==> src/hdl/ftdf_pkg.sv <==
// Shared definitions for the frequency-translating decimating FIR: parameter defaults,
// register map codes, reset values and the control group that drives the complex MAC.
// No dependencies.
package ftdf_pkg;

    localparam int MAX_TAPS_DEF        = 256;
    localparam int SAMPLE_BITS_DEF     = 16;
    localparam int TRIG_TABLE_BITS_DEF = 10;

    localparam int CNT_W     = 9;   // tap_count, decimation and the stream counters
    localparam int TAP_IDX_W = 8;
    localparam int PHASE_W   = 32;
    localparam int PADDR_W   = 4;
    localparam int PDATA_W   = 32;
    localparam int REG_IDX_W = PADDR_W - 2;

    localparam logic [CNT_W-1:0] TAP_COUNT_RST  = CNT_W'(64);
    localparam logic [CNT_W-1:0] DECIMATION_RST = CNT_W'(1);

    localparam logic [REG_IDX_W-1:0] REG_TAP_COUNT  = REG_IDX_W'(0);
    localparam logic [REG_IDX_W-1:0] REG_DECIMATION = REG_IDX_W'(1);
    localparam logic [REG_IDX_W-1:0] REG_PHASE_STEP = REG_IDX_W'(2);

    localparam logic ACT_SAMPLE = 1'b0;
    localparam logic ACT_TAP    = 1'b1;

    typedef struct packed {
        logic en;
        logic first;
        logic last;
    } t_mac_ctl;

endpackage

==> src/hdl/ftdf_trig.sv <==
// Sine/cosine generator: quarter-wave odd polynomial evaluated in Q30 on one shared
// 31x31 multiplier, stepping through U2, H1 to H4 and OUT for each value. Depends on ftdf_pkg.
module ftdf_trig #(
    parameter int SAMPLE_BITS     = ftdf_pkg::SAMPLE_BITS_DEF,
    parameter int TRIG_TABLE_BITS = ftdf_pkg::TRIG_TABLE_BITS_DEF
) (
    input  logic                          i_clk,
    input  logic                          i_rst_n,
    input  logic                          i_start,
    input  logic [TRIG_TABLE_BITS-1:0]    i_index,
    output logic                          o_done,
    output logic signed [SAMPLE_BITS-1:0] o_sin,
    output logic signed [SAMPLE_BITS-1:0] o_cos
);
    import ftdf_pkg::*;

    localparam int TB   = TRIG_TABLE_BITS;
    localparam int QB   = TB - 2;
    localparam int MW   = QB + 1;
    localparam int FRAC = SAMPLE_BITS - 1;
    localparam int USH  = 30 - QB;
    localparam int RSH  = 30 - FRAC;
    localparam logic [TB-1:0]   QTR    = TB'(1) << QB;
    localparam logic [MW-1:0]   QTR_M  = MW'(1) << QB;
    localparam logic [31:0]     RND    = 32'(1) << (RSH - 1);
    localparam logic [31:0]     SMAX32 = 32'((1 << FRAC) - 1);
    localparam logic [31:0]     POLY_C [5] = '{32'd172273, 32'd5026994, 32'd85569306,
                                              32'd693598668, 32'd1686629713};
    localparam logic [2:0] STEP_U2  = 3'd0;
    localparam logic [2:0] STEP_H1  = 3'd1;
    localparam logic [2:0] STEP_H2  = 3'd2;
    localparam logic [2:0] STEP_H3  = 3'd3;
    localparam logic [2:0] STEP_H4  = 3'd4;
    localparam logic [2:0] STEP_OUT = 3'd5;

    logic                          r_busy, r_which, r_done;
    logic [2:0]                    r_step;
    logic [TB-1:0]                 r_idx;
    logic [30:0]                   r_u2, r_p;
    logic signed [SAMPLE_BITS-1:0] r_sin, r_cos;

    logic [TB-1:0]                 idx_eff;
    logic [1:0]                    quad;
    logic [QB-1:0]                 rem;
    logic [MW-1:0]                 m;
    logic [30:0]                   u, op_a, op_b;
    logic [61:0]                   prod;
    logic [31:0]                   s32, rr, mag;
    logic signed [SAMPLE_BITS-1:0] val, res;

    // quadrant folding: cosine is the sine a quarter turn ahead
    assign idx_eff = r_idx + (r_which ? QTR : '0);
    assign quad    = idx_eff[TB-1 -: 2];
    assign rem     = idx_eff[QB-1:0];
    assign m       = quad[0] ? (QTR_M - {1'b0, rem}) : {1'b0, rem};
    assign u       = 31'(m) << USH;

    assign op_a = (r_step == STEP_U2 || r_step == STEP_OUT) ? u : r_u2;
    assign op_b = (r_step == STEP_U2) ? u : r_p;
    assign prod = 62'(op_a) * 62'(op_b);

    assign s32 = prod[61:30];
    assign rr  = (s32 + RND) >> RSH;
    assign mag = (rr > SMAX32) ? SMAX32 : rr;
    assign val = SAMPLE_BITS'(mag);
    assign res = quad[1] ? -val : val;

    always_ff @(posedge i_clk) begin
        if (i_start) begin
            r_idx <= i_index;
        end
        if (r_busy) begin
            case (r_step)
                STEP_U2: begin
                    r_u2 <= prod[60:30];
                    r_p  <= 31'(POLY_C[0]);
                end
                STEP_H1: r_p <= 31'(POLY_C[1] - prod[61:30]);
                STEP_H2: r_p <= 31'(POLY_C[2] - prod[61:30]);
                STEP_H3: r_p <= 31'(POLY_C[3] - prod[61:30]);
                STEP_H4: r_p <= 31'(POLY_C[4] - prod[61:30]);
                STEP_OUT: begin
                    if (r_which) begin
                        r_cos <= res;
                    end else begin
                        r_sin <= res;
                    end
                end
                default: r_p <= r_p;
            endcase
        end
    end

    always_ff @(posedge i_clk) begin
        if (!i_rst_n) begin
            r_busy  <= 1'b0;
            r_which <= 1'b0;
            r_step  <= STEP_U2;
            r_done  <= 1'b0;
        end else begin
            r_done <= 1'b0;
            if (i_start) begin
                r_busy  <= 1'b1;
                r_which <= 1'b0;
                r_step  <= STEP_U2;
            end else if (r_busy) begin
                if (r_step == STEP_OUT) begin
                    r_step <= STEP_U2;
                    if (r_which) begin
                        r_busy <= 1'b0;
                        r_done <= 1'b1;
                    end else begin
                        r_which <= 1'b1;
                    end
                end else begin
                    r_step <= r_step + 3'd1;
                end
            end
        end
    end

    assign o_done = r_done;
    assign o_sin  = r_sin;
    assign o_cos  = r_cos;

endmodule

==> config.mk <==
export PLATFORM = sky130hd
export DESIGN_NAME = ftdf_trig
export DESIGN_NICKNAME = d
export VERILOG_FILES = /design/src/hdl/ftdf_pkg.sv /design/src/hdl/ftdf_trig.sv
export SDC_FILE = /design/constraint.sdc
export NUM_CORES = 2
export LEC_CHECK = 0
export BUFFER_PORTS_ARGS = -buffer_cell sky130_fd_sc_hd__buf_4
export CAP_MARGIN = 20
export CORE_UTILIZATION = 52
export CTS_CLUSTER_DIAMETER = 100
export CTS_CLUSTER_SIZE = 12
export DETAILED_ROUTE_END_ITERATION = 12
export PLACE_DENSITY_LB_ADDON = 0.2
export SLEW_MARGIN = 10
export SYNTH_ARGS = -nofsm -noshare
export SYNTH_HDL_FRONTEND = slang
export SYNTH_SLANG_ARGS = --single-unit
==> constraint.sdc <==
create_clock -name i_clk -period 22.5 [get_ports i_clk]
set_input_delay 3.375 -clock i_clk [delete_from_list [all_inputs] [get_ports i_clk]]
set_output_delay 3.375 -clock i_clk [all_outputs]
set_load 0.1 [all_outputs]
==> flow_summary.ini <==
[synth]
syn_avg_cell_area_sq_um = 8.97
synthesis.nets = 5331
synth_top_area_frac = 0.445
netlist_top_cells_area = fa_1 44%, ha_1 9.4%, edfxtp_1 8.3%
syn_area_sq_mm = 0.0377
synth_edf_count = 104
ys_seq_elements = 110
yosys_most_used_dff = edfxtp_1
ys_seq_area_frac = 0.0861
synth.cells.most_frequent = 837 x fa_1, 828 x inv_1, 688 x nand2_1
netlist_instances = 4199
yosysTopAreaCell = fa_1
ys_types = 85
async_flop_share = 0
synth_warnings = 0
yosysMostFrequentCell = fa_1

[sta]
worst_slew_pin_slew_ns = 1.19
fin_ws_ns = 8.74
max_freq_mhz = 72.7
final.min_clock_period_ns = 13.76
period_share = 0.612
rsz0062_at_grt = no
maxSlewViolCount = 0
setup_tns_ns = 0
fin_skew_ns = 0.0201
setup_viol = 0
slew_headroom = 0.206
hold_viol = 0

[drt]
drtPass1Iterations = 6
drt-total-wl_um = 108000
viasPerCell = 5.67
drc_errors = 0
dr_total_vias = 28659
wl_per_cell_um = 21.4
ant_nets = 0
drt-initial-drc-count = 2155

[floorplan]
die-area_sq_mm = 0.0735
die-width_um = 271
die_height_um = 271
initial_core_util = 0.526
io-pin-count = 46
rows = 98
core_area_sq_mm = 0.0716

[status]
status = completed

[placement]
place_congestion = 0.966
portBuffers = 45
dp_hpwl_um = 86000
placed_cells = 5035
placed_cell_area_sq_mm = 0.0389
dp_slack_ns = 8.93

[setup_path]
r2r-start = r_step[0]
crit_path_top_delay_cell = o21ai_0
cpPeakStageDelay_ns = 0.91
startpoint_type = flip-flop
crit_required_ns = 22.70
ff2ff_path_depth = 36
r2r_slack_ns = 8.74
critical_path.most_common_cell = fa_1
worstSetupEndpointType = flip-flop
crit_start = r_step[0]
path_class = reg2reg
critPathArrivalTime_ns = 13.97
r2r-end = o_cos[14]
cp_max_fo = 69
endpoint = o_cos[14]

[cts]
cts.path.max_buffers = 2
clk_pin_slew_ns = 0.09
clk_latency_ns = 0.38
clock-root-buffer = clkbuf_16
cts_setup_buffers = 0
cts_buffers = 9
cts.sinks = 110
postCtsHoldBufs = 0
post_cts_resized = 0
h-tree-depth = 3
cts_tree = built

[cells_and_area]
stdcell_count = 5051
area_growth_pct = 4.04
final_area_sq_mm = 0.0392
fill_cells = 6682
drive_gt1_frac = 0.0446
nets = 5228
num_antenna_cells = 0

[global_routing]
grt_pass1_vias = 30271
grt_pass1_wl_um = 172000
antenna_found_initial = 1
grt_max_degree = 70
gr-total-overflow = 0
gr-usage-all-layers = 0.305

[hold_path]
whs_path_depth = 2
hold_path.class = reg2reg

[flow_run]
cap_violations = 0
==> area by class of cell <==
type / count / area [sq um] / share of cell area
multi-input cells: 3026 / 30500 / 0.777
clock buffers: 9 / 225 / 0.00574
flip-flops and latches: 110 / 3240 / 0.0827
repair buffers: 116 / 871 / 0.0222
inverters: 833 / 3130 / 0.0798
clock inverters: 7 / 73.8 / 0.00188
well taps: 950 / 1190 / 0.0303
==> placed cells by master (no fill, tap or decap), types with 13 or more instances in the layout <==
master	Yosys	layout
nand3_1	42	42
a21oi_1	104	101
nor2_1	216	215
buf_4	5	116
edfxtp_1	104	104
and2_1	286	286
nand2_1	688	688
a31oi_1	19	19
o21ai_0	56	53
o22ai_1	19	19
xor2_1	32	32
o21bai_1	14	14
and3_1	36	27
fa_1	837	837
o21a_1	18	18
nand2b_1	13	13
nand4_1	24	24
ha_1	282	282
a21o_1	60	60
xnor2_1	63	63
inv_1	828	828
nor3_1	33	32
==> logic make-up (layout without fill, tap and decap cells) <==
group / count (synthesis) / in the layout / synth area share
muxes: 9 / 9 / 0.00239
and+or+nand+nor: 1403 / 1403 / 0.173
AOI/OAI and AO/OA: 399 / 399 / 0.0711
DFF: 110 / 110 / 0.0861
adders and majority gates: 1119 / 1119 / 0.538
xor gates and xnor gates: 96 / 96 / 0.0225
buffers and inverters: 1063 / 965 / 0.107
==> sequential cells by signal, summed over array words and instances (netlist names) <==
| name | flops |
|---|---|
| r_busy | 1 |
| o_cos | 16 |
| r_p | 31 |
| r_idx | 10 |
| r_which | 1 |
| o_done | 1 |
| r_step | 3 |
| o_sin | 16 |
| r_u2 | 31 |
==> stage by stage <==
| step | hold WS [ns] | utilization |
|---|---|---|
| 6_report | 0.610 | 0.547 |
| 5_1_grt | 0.650 | 0.547 |
| 4_1_cts | 0.615 | 0.547 |
| 3_5_place_dp | 0.603 | 0.543 |
| 3_3_place_gp | 0.591 | 0.543 |
| 2_1_floorplan | 0.507 | - |
==> routing by layer <==
| metal | share of wire | routed length [um] | track usage |
|---|---|---|---|
| met5 | 0 | 0 | 0 |
| met4 | 0.049 | 5240 | 0.127 |
| met3 | 0.055 | 5910 | 0.0308 |
| met2 | 0.49 | 52600 | 0.521 |
| met1 | 0.41 | 44200 | 0.397 |
==> how the worst min path moves through the flow <==
stage / from / slack (ns) / end
final: r_which / 0.61 / o_done
after global routing: r_which / 0.65 / r_which
after CTS: r_which / 0.62 / r_which
after detailed placement: r_which / 0.60 / r_which
after global placement: r_which / 0.59 / r_which
after floorplan: r_which / 0.51 / r_which
==> worst max-delay path, delay by kind of cell (launching register included) <==
kind	cells	cell delay (ns)
flops	1	0.59
buf+inv	5	0.99
fa+ha+maj	10	4.82
simple gates	13	4.47
compound gates	7	2.12
xor+xnor	1	0.55
Power is not shown: default switching activity piles up to over one toggle a cycle in this logic, so the estimate is an artifact.
