## config.mk

```make
export PLATFORM = sky130hd
export DESIGN_NAME = ftdf_cmac
export DESIGN_NICKNAME = d
export VERILOG_FILES = /design/src/hdl/ftdf_pkg.sv /design/src/hdl/ftdf_cmac.sv
export SDC_FILE = /design/constraint.sdc
export NUM_CORES = 2
export LEC_CHECK = 0
export BUFFER_PORTS_ARGS = -buffer_cell sky130_fd_sc_hd__buf_2
export CORE_MARGIN = 2
export CORE_UTILIZATION = 45
export DETAILED_ROUTE_END_ITERATION = 10
export PLACE_DENSITY_LB_ADDON = 0.25
export SKIP_LAST_GASP = 1
export SLEW_MARGIN = 5
export SYNTH_ARGS = -nofsm -noshare
export SYNTH_HDL_FRONTEND = slang
export SYNTH_SLANG_ARGS = --single-unit
export TNS_END_PERCENT = 1
```

## constraint.sdc

```tcl
create_clock -name i_clk -period 12.5 [get_ports i_clk]
set_input_delay 0.625 -clock i_clk [delete_from_list [all_inputs] [get_ports i_clk]]
set_output_delay 0.625 -clock i_clk [all_outputs]
set_load 0.005 [all_outputs]
```

## src/hdl/ftdf_pkg.sv

```systemverilog
// Shared definitions for the frequency-translating decimating FIR: parameter defaults,
// register map codes, reset values and the control group that drives the complex MAC.
// No dependencies.
package ftdf_pkg;

    localparam int MAX_TAPS_DEF        = 256;
    localparam int SAMPLE_BITS_DEF     = 16;
    localparam int TRIG_TABLE_BITS_DEF = 10;

    localparam int CNT_W     = 9;   // tap_count, decimation and the stream counters
    localparam int TAP_IDX_W = 8;
    localparam int PHASE_W   = 32;
    localparam int PADDR_W   = 4;
    localparam int PDATA_W   = 32;
    localparam int REG_IDX_W = PADDR_W - 2;

    localparam logic [CNT_W-1:0] TAP_COUNT_RST  = CNT_W'(64);
    localparam logic [CNT_W-1:0] DECIMATION_RST = CNT_W'(1);

    localparam logic [REG_IDX_W-1:0] REG_TAP_COUNT  = REG_IDX_W'(0);
    localparam logic [REG_IDX_W-1:0] REG_DECIMATION = REG_IDX_W'(1);
    localparam logic [REG_IDX_W-1:0] REG_PHASE_STEP = REG_IDX_W'(2);

    localparam logic ACT_SAMPLE = 1'b0;
    localparam logic ACT_TAP    = 1'b1;

    typedef struct packed {
        logic en;
        logic first;
        logic last;
    } t_mac_ctl;

endpackage

```

## src/hdl/ftdf_cmac.sv

```systemverilog
// Pipelined complex multiply-accumulate with round-half-up and saturation of the sum.
// Depends on ftdf_pkg (t_mac_ctl).
module ftdf_cmac #(
    parameter int SAMPLE_BITS = ftdf_pkg::SAMPLE_BITS_DEF,
    parameter int ACC_W       = 2 * ftdf_pkg::SAMPLE_BITS_DEF + 9
) (
    input  logic                          i_clk,
    input  logic                          i_rst_n,
    input  ftdf_pkg::t_mac_ctl            i_ctl,
    input  logic signed [SAMPLE_BITS-1:0] i_xr,
    input  logic signed [SAMPLE_BITS-1:0] i_xi,
    input  logic signed [SAMPLE_BITS-1:0] i_tr,
    input  logic signed [SAMPLE_BITS-1:0] i_ti,
    output logic                          o_done,
    output logic signed [SAMPLE_BITS-1:0] o_yr,
    output logic signed [SAMPLE_BITS-1:0] o_yi
);
    import ftdf_pkg::*;

    localparam int PW   = 2 * SAMPLE_BITS;
    localparam int FRAC = SAMPLE_BITS - 1;
    localparam logic signed [ACC_W-1:0] HALF   = ACC_W'(1) <<< (FRAC - 1);
    localparam logic signed [ACC_W-1:0] SMAX_A = {{(ACC_W - FRAC){1'b0}}, {FRAC{1'b1}}};
    localparam logic signed [ACC_W-1:0] SMIN_A = ~SMAX_A;
    localparam logic signed [SAMPLE_BITS-1:0] SMAX_W = {1'b0, {FRAC{1'b1}}};
    localparam logic signed [SAMPLE_BITS-1:0] SMIN_W = {1'b1, {FRAC{1'b0}}};

    logic signed [PW-1:0]          r_rr, r_ii, r_ri, r_ir;
    logic                          r_v1, r_f1, r_l1, r_l2, r_done;
    logic signed [ACC_W-1:0]       r_acc_re, r_acc_im;
    logic signed [ACC_W-1:0]       sum_re, sum_im;
    logic signed [SAMPLE_BITS-1:0] r_yr, r_yi;

    function automatic logic signed [SAMPLE_BITS-1:0] round_sat(
        input logic signed [ACC_W-1:0] a
    );
        logic signed [ACC_W-1:0] t;
        logic signed [ACC_W-1:0] q;
        t = a + HALF;
        q = t >>> FRAC;
        if (q > SMAX_A) begin
            return SMAX_W;
        end else if (q < SMIN_A) begin
            return SMIN_W;
        end
        return q[SAMPLE_BITS-1:0];
    endfunction

    assign sum_re = ACC_W'(r_rr) - ACC_W'(r_ii);
    assign sum_im = ACC_W'(r_ri) + ACC_W'(r_ir);

    // products
    always_ff @(posedge i_clk) begin
        r_rr <= i_xr * i_tr;
        r_ii <= i_xi * i_ti;
        r_ri <= i_xr * i_ti;
        r_ir <= i_xi * i_tr;
        if (r_v1) begin
            r_acc_re <= r_f1 ? sum_re : r_acc_re + sum_re;
            r_acc_im <= r_f1 ? sum_im : r_acc_im + sum_im;
        end
        if (r_l2) begin
            r_yr <= round_sat(r_acc_re);
            r_yi <= round_sat(r_acc_im);
        end
    end

    always_ff @(posedge i_clk) begin
        if (!i_rst_n) begin
            r_v1   <= 1'b0;
            r_f1   <= 1'b0;
            r_l1   <= 1'b0;
            r_l2   <= 1'b0;
            r_done <= 1'b0;
        end else begin
            r_v1   <= i_ctl.en;
            r_f1   <= i_ctl.first;
            r_l1   <= i_ctl.last;
            r_l2   <= r_v1 && r_l1;
            r_done <= r_l2;
        end
    end

    assign o_done = r_done;
    assign o_yr   = r_yr;
    assign o_yi   = r_yi;

endmodule

```

==> summary.md <==
| Metric | Value |
|---|---|
| Status | `complete, no violations` |
| Final period util | `57.82%` |
| CP Launch Type | `input pin` |
| Number of clock sinks | `247` |
| CP Capture Type | `register` |
| Final layout net count | `7,612` |
| Slowest cell on crit path | `o311ai_0` |
| Clk root buf | `clkbuf_16` |
| Reg area | `6093 um^2` |
| Crit path kind | `input pin to register` |
| Type of the tightest min-delay check | `input pin to register` |
| Syn_area_per_cell | `9.091 um^2` |
| Final ANT Viol Nets | `0` |
| Grt ovf | `0` |
| Highest Clock Rate | `0.1384 GHz` |
| Die Y | `354.9 um` |
| Top cell by count, worst path | `fa_1` |
| Share of flip-flops with an asynchronous set or reset | `0%` |
| Tmin final | `7.227 ns` |
| Vias in the first global route | `43,020` |
| Slew margin rel. | `30.29%` |
| Synthesis-stage register bit count | `247` |
| CTS tree | `done` |
| Total negative slack | `0 ns` |
| Port buffer count | `101` |
| Total GRT Usage | `23.58%` |
| RePlAce Congestion | `0.9305` |
| Share of layout cells above drive strength 1 | `4.318%` |
| Total CTS buffers | `36` |
| Post-Layout Cell Count | `7,679` |
| Ys flop type | `dfxtp_1` |
| Initial antenna violation count | `20` |
| DIE WIDTH | `354.9 um` |
| Sequential share of the synthesized area | `10.99%` |
| Placed cells | `7,604` |
| Post-DP HPWL | `110.2 mm` |
| Critical-path cell list | `buf_2 -> inv_1 -> buf_4 -> nor2_1 -> fa_1 -> fa_1 -> fa_1 -> fa_1 -> fa_1 -> inv_1 -> fa_1 -> inv_1 -> ha_1 -> nor2b_1 -> o21ai_0 -> o21ai_0 -> o311ai_0 -> nand2_1 -> o41a_1 -> o311ai_0` |
| # rows | `128` |
| Slew Viols, Final | `0` |
| Max-cap violations | `0` |
| DR WL/cell | `18.48 um` |
| Post-CTS Setup Bufs | `0` |
| Vias per cell | `5.296` |
| Post-CTS Resized | `0` |
| Clk Latency, worst-skew pair | `0.60 ns` |
| Routed WL | `141.9 mm` |
| Slowest stage delay, CP | `0.57 ns` |
| Unrepaired setup endpoints after global routing | `no` |
| Endpoints failing setup | `0` |
| CP max FO | `13` |
| Layout Skew | `0.03303 ns` |
| Hold-fix buffers, CTS | `0` |
| Slew @ Worst Pin | `1.038 ns` |
| First-pass GRT wire length | `234.1 mm` |
| CTS clk-pin slew, worst paths | `0.05 ns` |
| Distinct cells, synth | `101` |
| Critical Path AT | `7.65 ns` |
| Syn nets | `7,688` |
| Drt drc | `0` |
| CP required | `12.92 ns` |
| Largest net degree at the start of global routing | `66` |
| Starting Density | `45.39%` |
| Multi-input gate area | `43,700 um^2` |
| Mapped Area | `55,390 um^2` |
| 1st-iter DRT viols | `2,688` |
| Layout area overhead | `5.694%` |
| H-tree level count | `2` |
| Syn Inst Count | `6,093` |
| Hold Vio Cnt, Final | `0` |
| Boundary Pins | `102` |
| Core area | `122,000 um^2` |
| Post-layout util | `47.98%` |
| Die Area | `125,900 um^2` |
| Pre-antenna DRT Iters | `7` |
| Largest buffer count on any clock path | `3` |
| Number of synthesized flops with an enable pin | `114` |
| Yosys warnings | `0` |
| Routed vias | `40,670` |
| Fill cell total of the finished layout | `11,740` |
## cell families (layout without fill, tap and decap cells)
logic type      after synthesis  count (layout)  synth area share (%)
fa+ha+maj                  1526            1526                 48.73
simple gates               1649            1649                 14.77
mux                          32              32                0.6325
compound gates              854             854                 10.14
buf+inv                    1493            1445                 10.13
xor+xnor                    292             292                 4.617
other cells                   0               9                     0
flops                       247             247                 10.99
## flip-flops by register name (all words and copies together), names as in the netlist, 16 cells and up
| signal | cells |
|---|---|
| r_ii | 32 |
| o_yr | 16 |
| r_rr | 32 |
| r_acc_re | 41 |
| r_ir | 32 |
| r_acc_im | 41 |
| o_yi | 16 |
| r_ri | 32 |
## layer usage
| metal | up-vias | GRT usage (%) | wire length [um] |
|---|---|---|---|
| met3 | 222 | 4.851 | 10350 |
| li1 | 18860 | - | - |
| met5 | - | 0 | 92 |
| met1 | 20490 | 32.03 | 62810 |
| met4 | 14 | 7.788 | 5612 |
| met2 | 1084 | 37.70 | 63070 |
## final timing paths
kind,from,to,slack [ns],depth (start not counted)
setup / recovery,i_tr[15],r_rr[30],5.27,20
hold / removal,i_ctl[0],r_l1,0.28,2
setup reg to reg,r_ri[0],r_acc_im[40],6.75,20
hold reg to reg,r_l1,r_l2,0.45,1
## through the flow
stage               setup WS [ns]  hold slack (ns)  cell area [um^2]
finish                      5.273           0.2751             58550
global route                5.066           0.2583             58530
CTS                         5.426           0.2448             58520
detailed placement          4.826           0.4478             57240
global placement            4.862           0.4337             57240
floorplan                   6.009           0.4290             55390
## final cells by class
cell class	instances	area share (%)
Antenna cell	9	0.03847
Tap cell	1625	3.473
Clock buffer	45	1.735
Clock inverter	21	0.4552
Timing Repair Buffer	132	1.261
Sequential cell	247	10.41
Multi-Input combinational cell	4353	74.64
Inverter	1247	7.995
## synth_stat cells (7+ instances only)
master	n	share of area (%)
nor2b_1	22	0.25
nand4_1	35	0.40
clkbuf_1	236	1.6
nand2b_1	46	0.52
xor2_1	93	1.5
and3_1	33	0.37
o21ai_1	21	0.19
nand3_1	60	0.54
a21oi_1	230	2.1
and2_1	508	5.7
a221oi_1	7	0.11
a31oi_1	28	0.32
edfxtp_1	114	6.2
nor2_1	210	1.4
ha_1	474	11
o21bai_1	34	0.46
a41oi_1	9	0.14
a31o_2	9	0.14
mux2i_1	8	0.14
mux2_2	22	0.45
nand2_1	629	4.3
o21ai_0	161	1.5
or3_1	8	0.090
a211oi_1	30	0.41
nor4_1	7	0.079
o21a_1	41	0.56
fa_1	1052	38
dfxtp_1	133	4.8
xnor2_1	199	3.1
o211ai_1	21	0.28
o31ai_1	22	0.30
inv_1	1246	8.4
a21o_1	142	1.9
nor3_1	48	0.43
## worst max-delay path: cells and delay by family
| kind | cells | cell delay, ns |
|---|---|---|
| adder cells (fa/ha/maj) | 7 | 3.18 |
| buffers and inverters | 5 | 1.41 |
| AO/OA/AOI/OAI | 5 | 1.79 |
| AND/OR/NAND/NOR | 3 | 0.59 |
## cells in the final DEF, fill, tap and decap left out, types with 30 or more instances in the layout
cell type,n
inv_1,1246
a21o_1,142
buf_4,31
o21a_1,41
edfxtp_1,114
and3_1,33
and2_1,508
nand4_1,35
nand3_1,60
nand2b_1,46
nor3_1,48
xor2_1,93
buf_2,101
nor2_1,210
ha_1,474
clkbuf_16,37
a21oi_1,230
dfxtp_1,131
o21bai_1,34
o21ai_0,161
xnor2_1,199
a211oi_1,30
nand2_1,629
fa_1,1052
Power is left out: the tool's default activity adds up to more than one toggle a clock period on the data nets, which glitch-free logic cannot reach.
